<file path="src/sv/ofc_ram.sv">
`default_nettype none
// ----------------------------------------------------------------------------
// ofc_ram: generic single-port-write, single-port-read RAM
// One write and one registered read per cycle; read data shows in the cycle
// after the address.
// ----------------------------------------------------------------------------
module ofc_ram #(
    parameter  int WIDTH = 32,
    parameter  int DEPTH = 16,
    localparam int AW    = $clog2(DEPTH)
) (
    input  wire logic             i_clk,
    input  wire logic             i_we,
    input  wire logic [AW-1:0]    i_waddr,
    input  wire logic [WIDTH-1:0] i_wdata,
    input  wire logic [AW-1:0]    i_raddr,
    output logic      [WIDTH-1:0] o_rdata
);

    logic [WIDTH-1:0] r_mem [DEPTH];
    logic [WIDTH-1:0] r_rdata;

    // Write port and registered read port.
    always_ff @(posedge i_clk) begin
        if (i_we) begin
            r_mem[i_waddr] <= i_wdata;
        end
        r_rdata <= r_mem[i_raddr];
    end

    assign o_rdata = r_rdata;

endmodule
`default_nettype wire

</file>
<file path="config.mk">
export PLATFORM = sky130hd
export DESIGN_NAME = ofc_ram
export DESIGN_NICKNAME = d
export VERILOG_FILES = /design/src/sv/ofc_ram.sv
export SDC_FILE = /design/constraint.sdc
export NUM_CORES = 1
export LEC_CHECK = 0
export BUFFER_PORTS_ARGS = -buffer_cell sky130_fd_sc_hd__buf_4
export CAP_MARGIN = 0
export CORE_MARGIN = 2
export CORE_UTILIZATION = 60
export DETAILED_ROUTE_END_ITERATION = 7
export PLACE_DENSITY = 0.78
export SETUP_SLACK_MARGIN = 0.02
export SYNTH_ARGS = -nofsm -noshare
export SYNTH_HDL_FRONTEND = slang
export SYNTH_SLANG_ARGS = --single-unit
</file>
<file path="constraint.sdc">
create_clock -name i_clk -period 11.1 [get_ports i_clk]
set_input_delay 2.22 -clock i_clk [delete_from_list [all_inputs] [get_ports i_clk]]
set_output_delay 2.22 -clock i_clk [all_outputs]
set_load 0.03 [all_outputs]
</file>
==> impl_metrics.json <==
{
  "grt_max_degree": 76,
  "tightestPinTransition_ns": 1.10,
  "hold_violations": 0,
  "grt_overflow": 0,
  "postCtsSetupRepairBufs": 0,
  "drtIter0Drc": 1176,
  "synth-warning-count": 0,
  "multi_input_area_um2": 3750,
  "ys_seq_area_share_pct": 80.7,
  "antenna_left": 0,
  "hold_slack_ns": 0.664,
  "cts_tree": "built",
  "syn_to_final_growth_pct": 14.3,
  "min_path_type": "reg -> reg",
  "synth_fa_ha_area_share_pct": 0,
  "num_vias": 9191,
  "final-seq-area_um2": 16000,
  "globalplace.congestion": 0.701,
  "root_buffer": "clkbuf_16",
  "yosys.area_share.simple_pct": 1.27,
  "period_share_pct": 39.6,
  "track_usage_pct": 24.9,
  "initial_utilization_pct": 61.0,
  "cts.clk_slew.worst_paths_ns": 0.06,
  "drc": 0,
  "crit_arrival_ns": 4.84,
  "crit_type": "in -> reg",
  "worst_slack_ns": 6.71,
  "die-height_um": 186,
  "synthDominantCellAreaShare_pct": 77.4,
  "post-dp-hpwl_um": 18300,
  "cp_max_fo": 75,
  "grt_pass1_vias": 9557,
  "relSlewSlack_pct": 26.7,
  "syn_avg_cell_area_um2": 23.7,
  "synth_mux_area_share_pct": 14.5,
  "cts_num_sinks": 544,
  "syn-num-nets": 880,
  "netlist_area_um2": 19900,
  "fmax_ghz": 0.228,
  "crit_required_ns": 11.55,
  "wl_um": 41000,
  "period_needed_ns": 4.39,
  "start_kind": "input port",
  "std_cell_rows": 66,
  "diodes": 0,
  "drive_gt1_share_pct": 32.2,
  "clock_skew_ns": 0.0204,
  "r2r_cells": 3,
  "hold_buffers": 0,
  "critical_path.endpoint_type": "register",
  "layout_commonest_cell": "edfxtp_1",
  "die_area_um2": 34600,
  "powerDensity_nw_per_um2": 188,
  "clockBufferDepth": 3,
  "io_buffers": 73,
  "viasPerCell": 6.46,
  "yosys.area_share.xor_xnor_pct": 0,
  "netlist_top_cells_area": "edfxtp_1 (77%), mux4_2 (15%), dfxtp_1 (3.2%)",
  "peakVddDrop_mv": 0.127,
  "syn_inst": 838,
  "place_ws_ns": 5.99,
  "final_cell_mix": "edfxtp_1 (512), mux4_2 (128), buf_4 (93)",
  "numCtsBuffers": 50,
  "leakagePower_nw": 7.31,
  "dr.pass1.iters": 5,
  "htreeDepth": 2,
  "nFillCells": 1905,
  "maxCapViolCount": 0,
  "rsz0062_at_grt": "false",
  "cts_resized": 0,
  "coreArea_um2": 32500,
  "fin_nets": 983,
  "hold_depth": 3,
  "totalPowerFinal_mw": 4.26,
  "ios": 74,
  "grt_pass1_wl_um": 60600,
  "synth_compound_area_share_pct": 2.42,
  "drv_slew": 0,
  "yosysTopAreaCell": "edfxtp_1",
  "ys_seq_elements": 544,
  "synth_top_family_by_area": "multiplexers",
  "die-width_um": 186,
  "grt_antenna_before_repair": 1,
  "synth_cell_types": 18,
  "clk_latency_ns": 0.56,
  "setup_viol": 0,
  "final.setup.tns_ns": 0,
  "outcome": "finished, final reports clean",
  "wl_per_cell_um": 28.8
}
critical path, cell delays in order:
cell	delay (ns)
clkbuf_8	0.67
buf_4	0.94
mux4_2	0.62
a22oi_1	0.21
nand2_1	0.08
cells in the mapped netlist:
cell      number
clkbuf_1      17
nor2_1        13
nand2_1       33
edfxtp_1     512
nor3_1         4
nand2b_1       2
mux4_2       128
or3b_2         1
nand3b_1       2
and2_1         1
buf_1          9
dfxtp_1       32
a22oi_1       64
nor2b_1        2
buf_6          2
buf_2          4
nand3_1        1
buf_4         11
flip-flops by register name, indices dropped and copies added, names as in the netlist:
| signal | flops |
|---|---|
| o_rdata | 32 |
| r_mem | 512 |
where the power goes:
| group | switching (mW) | internal, mW |
|---|---|---|
| registers | 0.0168 | 2.30 |
| logic | 0.138 | 0.0924 |
| clock network | 0.696 | 1.02 |
| total | 0.851 | 3.41 |
stage by stage:
stage / utilization, % / instances / instance area, µm²
final: 69.8 / 1423 / 22700
after global placement: 64.6 / 1331 / 21000
after CTS: 69.8 / 1423 / 22700
after floorplan: - / 838 / 19900
after global routing: 69.8 / 1423 / 22700
after detailed placement: 64.6 / 1331 / 21000
worst paths after layout:
kind                  from           to  slack, ns
max             i_raddr[0]  o_rdata[16]       6.71
min           r_mem[15][8]   o_rdata[8]       0.66
max reg2reg  r_mem[11][20]  o_rdata[20]       9.68
min reg2reg   r_mem[15][8]   o_rdata[8]       0.66
final cells by class:
| cell class | count | area share, % |
|---|---|---|
| clock buffer | 72 | 6.38 |
| clock inverter | 20 | 0.987 |
| multi-input combinational | 251 | 16.5 |
| sequential | 544 | 70.5 |
| tap | 442 | 2.44 |
| timing repair buffer | 94 | 3.14 |
cell families after synthesis:
group | count (synthesis)
flops | 544
mux | 128
compound gates | 64
simple gates | 59
buf+inv | 43
metal layers:
metal	GRT usage, %	routed length (µm)	vias to the layer above	part of all wire (%)
met5	0	13	-	0.032
met4	7.18	889	2	2.2
met2	39.3	20300	499	49
met1	36.6	16100	4850	39
li1	-	-	3769	-
met3	4.42	3770	71	9.2
Note: power is estimated with default switching activity, not from simulation.
