[config.mk]
export PLATFORM = sky130hd
export DESIGN_NAME = ofc_radius
export DESIGN_NICKNAME = d
export VERILOG_FILES = /design/src/sv/ofc_pkg.sv /design/src/sv/ofc_radius.sv
export SDC_FILE = /design/constraint.sdc
export NUM_CORES = 1
export LEC_CHECK = 0
export BUFFER_PORTS_ARGS = -buffer_cell sky130_fd_sc_hd__buf_2
export CORE_ASPECT_RATIO = 1.75
export CORE_MARGIN = 2
export CORE_UTILIZATION = 53
export DETAILED_ROUTE_END_ITERATION = 10
export PLACE_DENSITY = 0.89
export SLEW_MARGIN = 10
export SYNTH_ARGS = -nofsm -noshare
export SYNTH_HDL_FRONTEND = slang
export SYNTH_SLANG_ARGS = --single-unit
[constraint.sdc]
create_clock -name vclk -period 36.3
set_clock_uncertainty 0.2 [all_clocks]
set_input_delay 10.89 -clock vclk [all_inputs]
set_output_delay 10.89 -clock vclk [all_outputs]
set_load 0.005 [all_outputs]
[src/sv/ofc_pkg.sv]
`default_nettype none
// ----------------------------------------------------------------------------
// ofc_pkg: shared types, codes and helpers for the box culling block
// Holds the word and dot-product types, operation and register codes, and the
// saturation helpers used by the datapath and the radius compare.
// ----------------------------------------------------------------------------
package ofc_pkg;

    // Configuration port geometry and register codes.
    localparam int         ADDR_W          = 3;
    localparam logic [0:0] REG_PLANE_COUNT = 1'b0;
    localparam logic [2:0] PLANE_COUNT_RST = 3'd6;

    // Operation codes carried by an input beat.
    typedef enum logic [1:0] {
        OP_LOAD_PLANE = 2'd0,
        OP_LOAD_ROW   = 2'd1,
        OP_TEST       = 2'd2
    } t_op;

    typedef logic signed [31:0] t_word;

    localparam t_word WORD_MAX = 32'sh7FFF_FFFF;
    localparam t_word WORD_MIN = 32'sh8000_0000;

    // The four finished dot products of one plane.
    typedef struct packed {
        t_word dot_ax;
        t_word dot_ay;
        t_word dot_az;
        t_word dot_g;
    } t_dots;

    // Tag that travels with a store read down the pipeline.
    typedef struct packed {
        logic       plane;
        logic [1:0] row;
        logic [1:0] elem;
    } t_tag;

    // Saturate a wide signed sum to a 32-bit word.
    function automatic t_word sat32(input logic signed [63:0] v);
        if (v > 64'sd2147483647) begin
            return WORD_MAX;
        end else if (v < -64'sd2147483648) begin
            return WORD_MIN;
        end
        return t_word'(v);
    endfunction

    // Absolute value, with the most negative word clamped to the largest.
    function automatic logic [30:0] abs_sat(input t_word v);
        t_word neg;
        neg = -v;
        if (v == WORD_MIN) begin
            return '1;
        end else if (v < 0) begin
            return neg[30:0];
        end
        return v[30:0];
    endfunction

endpackage
`default_nettype wire

[src/sv/ofc_radius.sv]
`default_nettype none
// ----------------------------------------------------------------------------
// ofc_radius: effective radius and reject test for one plane
// Sums the saturated magnitudes of the three axis projections, halves the
// sum and flags the box outside when the negated radius reaches the centre
// distance.
// ----------------------------------------------------------------------------
module ofc_radius (
    input  wire ofc_pkg::t_dots i_dots,
    output logic                o_outside
);

    import ofc_pkg::*;

    logic        [30:0] mag_x;
    logic        [30:0] mag_y;
    logic        [30:0] mag_z;
    logic        [32:0] mag_sum;
    logic        [30:0] mag_sat;
    logic        [29:0] radius;
    logic signed [32:0] neg_radius;
    logic signed [32:0] center_dist;

    // Magnitudes of the axis projections.
    assign mag_x = abs_sat(i_dots.dot_ax);
    assign mag_y = abs_sat(i_dots.dot_ay);
    assign mag_z = abs_sat(i_dots.dot_az);

    // Saturated sum, then halved.
    assign mag_sum = {2'b00, mag_x} + {2'b00, mag_y} + {2'b00, mag_z};
    assign mag_sat = (mag_sum > 33'h0_7FFF_FFFF) ? 31'h7FFF_FFFF : mag_sum[30:0];
    assign radius  = mag_sat[30:1];

    // The box lies outside when -radius >= plane distance of the centre.
    assign neg_radius  = -$signed({3'b000, radius});
    assign center_dist = 33'(i_dots.dot_g);
    assign o_outside   = (neg_radius >= center_dist);

endmodule
`default_nettype wire

==> results of run 1 <==
[cells in the mapped netlist (23+ instances only)]
library cell / number / area [um2]
nand3_1: 23 / 115.1
nor2_1: 132 / 495.5
nand2_1: 92 / 345.3
inv_1: 100 / 375.4
ha_1: 67 / 838.3
clkbuf_1: 31 / 116.4
a21oi_1: 39 / 195.2
xnor2_1: 97 / 849.6
nor3_1: 24 / 120.1
xor2_1: 29 / 254.0
fa_1: 32 / 640.6
o21ai_0: 58 / 290.3
[kinds of logic (layout without fill, tap and decap cells)]
logic type      count (synthesis)  count (layout)
fa+ha+maj                      99              99
simple gates                  395             395
compound gates                204             204
xor+xnor                      126             126
buf+inv                       134             234
mux                             4               4
[where the power goes]
part / total, W / internal (W) / switching, W / leakage [nW]
combinational: 0.000326 / 0.000134 / 0.000191 / 3.40
clock: 0 / 0 / 0 / 0
sequential: 0 / 0 / 0 / 0
[worst max-delay path, delay by kind of cell]
kind,cells,cell delay (ps)
compound gates,11,2400
xor+xnor,1,180
fa+ha+maj,5,1650
buf+inv,3,470
mux,1,360
simple gates,20,5520
[layer usage]
metal / vias to the layer above / GRT usage / wire, um
met5: - / 0 / 0
met4: 0 / 0.1077 / 866
met3: 53 / 0.005516 / 605
met2: 216 / 0.5057 / 9052
met1: 3229 / 0.2874 / 6691
li1: 3552 / - / -
[final timing paths]
path | depth (start not counted) | to | start | slack [ps]
worst max-delay path | 41 | o_outside | i_dots[102] | 3760
worst min-delay path | 6 | o_outside | i_dots[31] | 22210
[final cells by class]
| cell class | count | area share |
|---|---|---|
| Multi-Input combinational cell | 828 | 0.8283 |
| Timing Repair Buffer | 134 | 0.09539 |
| Inverter | 100 | 0.05241 |
| Tap cell | 137 | 0.02393 |
[through the flow]
| stage | hold WS [ps] | worst slack [ps] | std cells | util | total power (W) |
|---|---|---|---|---|---|
| 4_1_cts | 22210 | 3785 | 1199 | 0.6000 | 0.0003233 |
| 3_5_place_dp | 22210 | 3815 | 1199 | 0.6000 | 0.0003219 |
| 2_1_floorplan | 21970 | 4650 | 962 | - | 0.0002556 |
| 5_1_grt | 22310 | 3084 | 1199 | 0.6000 | 0.0003689 |
| 6_report | 22210 | 3756 | 1199 | 0.6000 | 0.0003255 |
| 3_3_place_gp | 22200 | 4021 | 1199 | 0.6000 | 0.0003131 |
==> results_dict.tcl, run 1 <==
set metrics [dict create \
    max_slew_margin 0.4179 \
    syn_nets 1189 \
    first_pass_iters 5 \
    netlist_area_um2 6440 \
    multi_input_area_um2 5932 \
    arrival_ps 21450 \
    power.density_nw_per_um2 45.45 \
    cp.required_ps 25210 \
    setup_tns_ps 0 \
    syn_avg_cell_area_um2 6.694 \
    ant_nets 0 \
    synth_top_family_by_area "simple AND/OR/NAND/NOR gates" \
    drive_above_1_share 0.1450 \
    leakagePower_nw 3.401 \
    max_freq_ghz 0.03073 \
    wl_per_cell_um 14.36 \
    antenna_found_initial 0 \
    antenna_cells 0 \
    die_w_um 87.33 \
    gp_congestion 0.9713 \
    synthMuxAreaShare 0.006606 \
    maxCapViolations 0 \
    final_cell_mix "132 x nor2_1, 129 x buf_2, 100 x inv_1" \
    final_max_slew_viol_count 0 \
    outcome "finished clean" \
    slowest_stage "or4_4" \
    areaGrowthSynthToFinish_pct 11.21 \
    grt_pass1_wl_mm 28.82 \
    final_nets 1291 \
    final_area_um2 7162 \
    start_kind "input pin" \
    yosys.area_share.simple 0.3054 \
    regArea_um2 0 \
    n_clock_buffer 0 \
    synth_compound_area_frac 0.2065 \
    ys_warn_count 0 \
    crit_path_max_incr_delay_ps 550 \
    die_area_um2 13080 \
    vias 7050 \
    min_path_type "in -> out" \
    drt_iter0_drc 345 \
    pin_count 129 \
    cts_resized 0 \
    rsz0062_at_grt "false" \
    cts_hold_buf 0 \
    dp_hpwl_mm 15.10 \
    grt_usage 0.2608 \
    seq_cells 0 \
    setup_viol 0 \
    post_cts_buffers 0 \
    yosysSeqAreaShare 0 \
    rows 53 \
    port-buffer-count 129 \
    critPathMostFrequentCell "or3_4" \
    synthXorXnorAreaFrac 0.1714 \
    worst_slew_pin_slew_ps 862.2 \
    vias_per_cell 5.880 \
    synth_cell_types 64 \
    crit_path_end_kind "output port" \
    grt_overflow 0 \
    die_y_um 149.8 \
    start_util 0.5395 \
    worstPathMaxFanout 35 \
    path_class "in -> out" \
    finalHoldViolations 0 \
    grt_pass1_vias 6781 \
    grt_max_degree 36 \
    core_um2 11940 \
    layout_min_cycle_time_ps 32540 \
    num-fill-cells 1134 \
    drc 0 \
    placed_area_um2 7162 \
    final_common_cell "nor2_1" \
    period_share 0.8965 \
    synth_fa_ha_area_frac 0.2296 \
    ir_drop_mv 0.01577 \
    syn_inst 962 \
    totalWireLength_mm 17.22 \
]
(Power assumes the default switching activity.)
==> run 2, diff against run 1 <==
- RECOVER_POWER: default -> 25
==> run 2 against run 1 <==
Compared with the run above: die area did not move; setup slack got worse by 520 ps; maximum frequency fell by 1.6%; critical endpoint unchanged.
==> results_dict.tcl, run 2 (synthesized netlist as in run 1, its figures left out) <==
set metrics [dict create \
    min-delay-start "i_dots[31]" \
    drc 0 \
    seqPwrFrac 0 \
    min_path_type "in -> out" \
    arrival_ps 21970 \
    outcome "finished clean" \
    start_kind "input pin" \
    p_int_w 0.0001338 \
    power.density_nw_per_um2 45.44 \
    die_w_um 87.33 \
    grt_usage 0.2608 \
    gp_congestion 0.9713 \
    rows 53 \
    period_share 0.9109 \
    dp_hpwl_mm 15.10 \
    worstPathMaxFanout 35 \
    wl_per_cell_um 14.36 \
    die_area_um2 13080 \
    ant_nets 0 \
    totalWireLength_mm 17.21 \
    finalHoldViolations 0 \
    post_cts_buffers 0 \
    grt_overflow 0 \
    pin_count 129 \
    n_clock_buffer 0 \
    vias 7068 \
    antenna_cells 0 \
    max_slew_margin 0.1247 \
    cts_resized 0 \
    p_comb_frac 1.000 \
    seq_cells 0 \
    leakagePower_nw 3.398 \
    first_pass_iters 5 \
    grt_max_degree 36 \
    sw_frac_of_total 0.5886 \
    clockPowerShare 0 \
    critPathMostFrequentCell "or3_4" \
    final_nets 1291 \
    hold_path_depth 6 \
    p_sw_w 0.0001915 \
    final_cell_mix "132 x nor2_1, 129 x buf_2, 100 x inv_1" \
    vias_per_cell 5.895 \
    cts_hold_buf 0 \
    crit_path_max_incr_delay_ps 550 \
    port-buffer-count 129 \
    crit_path_end_kind "output port" \
    max_freq_ghz 0.03024 \
    path_class "in -> out" \
    grt_pass1_wl_mm 28.82 \
    final_max_slew_viol_count 0 \
    setup_viol 0 \
    die_y_um 149.8 \
    areaGrowthSynthToFinish_pct 11.15 \
    layout_min_cycle_time_ps 33060 \
    drt_iter0_drc 345 \
    regArea_um2 0 \
    grt_pass1_vias 6781 \
    final_common_cell "nor2_1" \
    rsz0062_at_grt "false" \
    start_util 0.5395 \
    worst_slew_pin_slew_ps 1313 \
    slowest_stage "or4_4" \
    cp.required_ps 25210 \
    antenna_found_initial 0 \
    setup_tns_ps 0 \
    maxCapViolations 0 \
    ir_drop_mv 0.01577 \
    drive_above_1_share 0.1441 \
    final_core_util 0.5997 \
    core_um2 11940 \
    crit_start "i_dots[102]" \
]
## run 2: power groups by stage
stage | clock (W) | combinational, W | sequential (W)
2_1_floorplan | 0 | 0.000256 | 0
5_1_grt | 0 | 0.000369 | 0
3_3_place_gp | 0 | 0.000313 | 0
6_report | 0 | 0.000325 | 0
4_1_cts | 0 | 0.000323 | 0
3_5_place_dp | 0 | 0.000322 | 0
## run 2: critical path: cells and delay by family
family	cells	cell delay (ps)
xor+xnor	1	180
mux	1	360
fa+ha+maj	5	1720
buf+inv	3	750
compound gates	11	2410
simple gates	20	5680
## run 2: layout make-up
type / instances / area (um2)
multi-input combinational: 828 / 5932
inverter: 100 / 375.4
timing repair buffer: 134 / 679.4
fill: 1135 / 4778
tap: 137 / 171.4
## run 2: per-layer routing
metal / GRT usage / wire (um) / part of all wire / vias to the layer above
met2: 0.5057 / 9032 / 0.52 / 223
li1: - / - / - / 3553
met4: 0.1077 / 882 / 0.051 / 0
met3: 0.005516 / 617 / 0.036 / 58
met5: 0 / 0 / 0 / -
met1: 0.2874 / 6680 / 0.39 / 3234
## run 2: worst paths after layout
| path | slack [ps] | end |
|---|---|---|
| worst max-delay path | 3240 | o_outside |
| worst min-delay path | 22210 | o_outside |
## run 2: metrics by stage
stage | worst slack, ps | hold WS [ps] | total power [W] | instance area (um2) | std cells
6_report | 3235 | 22210 | 0.0003253 | 7158 | 1199
5_1_grt | 2474 | 22310 | 0.0003686 | 7158 | 1199
4_1_cts | 3785 | 22210 | 0.0003233 | 7162 | 1199
3_5_place_dp | 3815 | 22210 | 0.0003219 | 7162 | 1199
3_3_place_gp | 4021 | 22200 | 0.0003131 | 7162 | 1199
2_1_floorplan | 4650 | 21970 | 0.0002556 | 6440 | 962
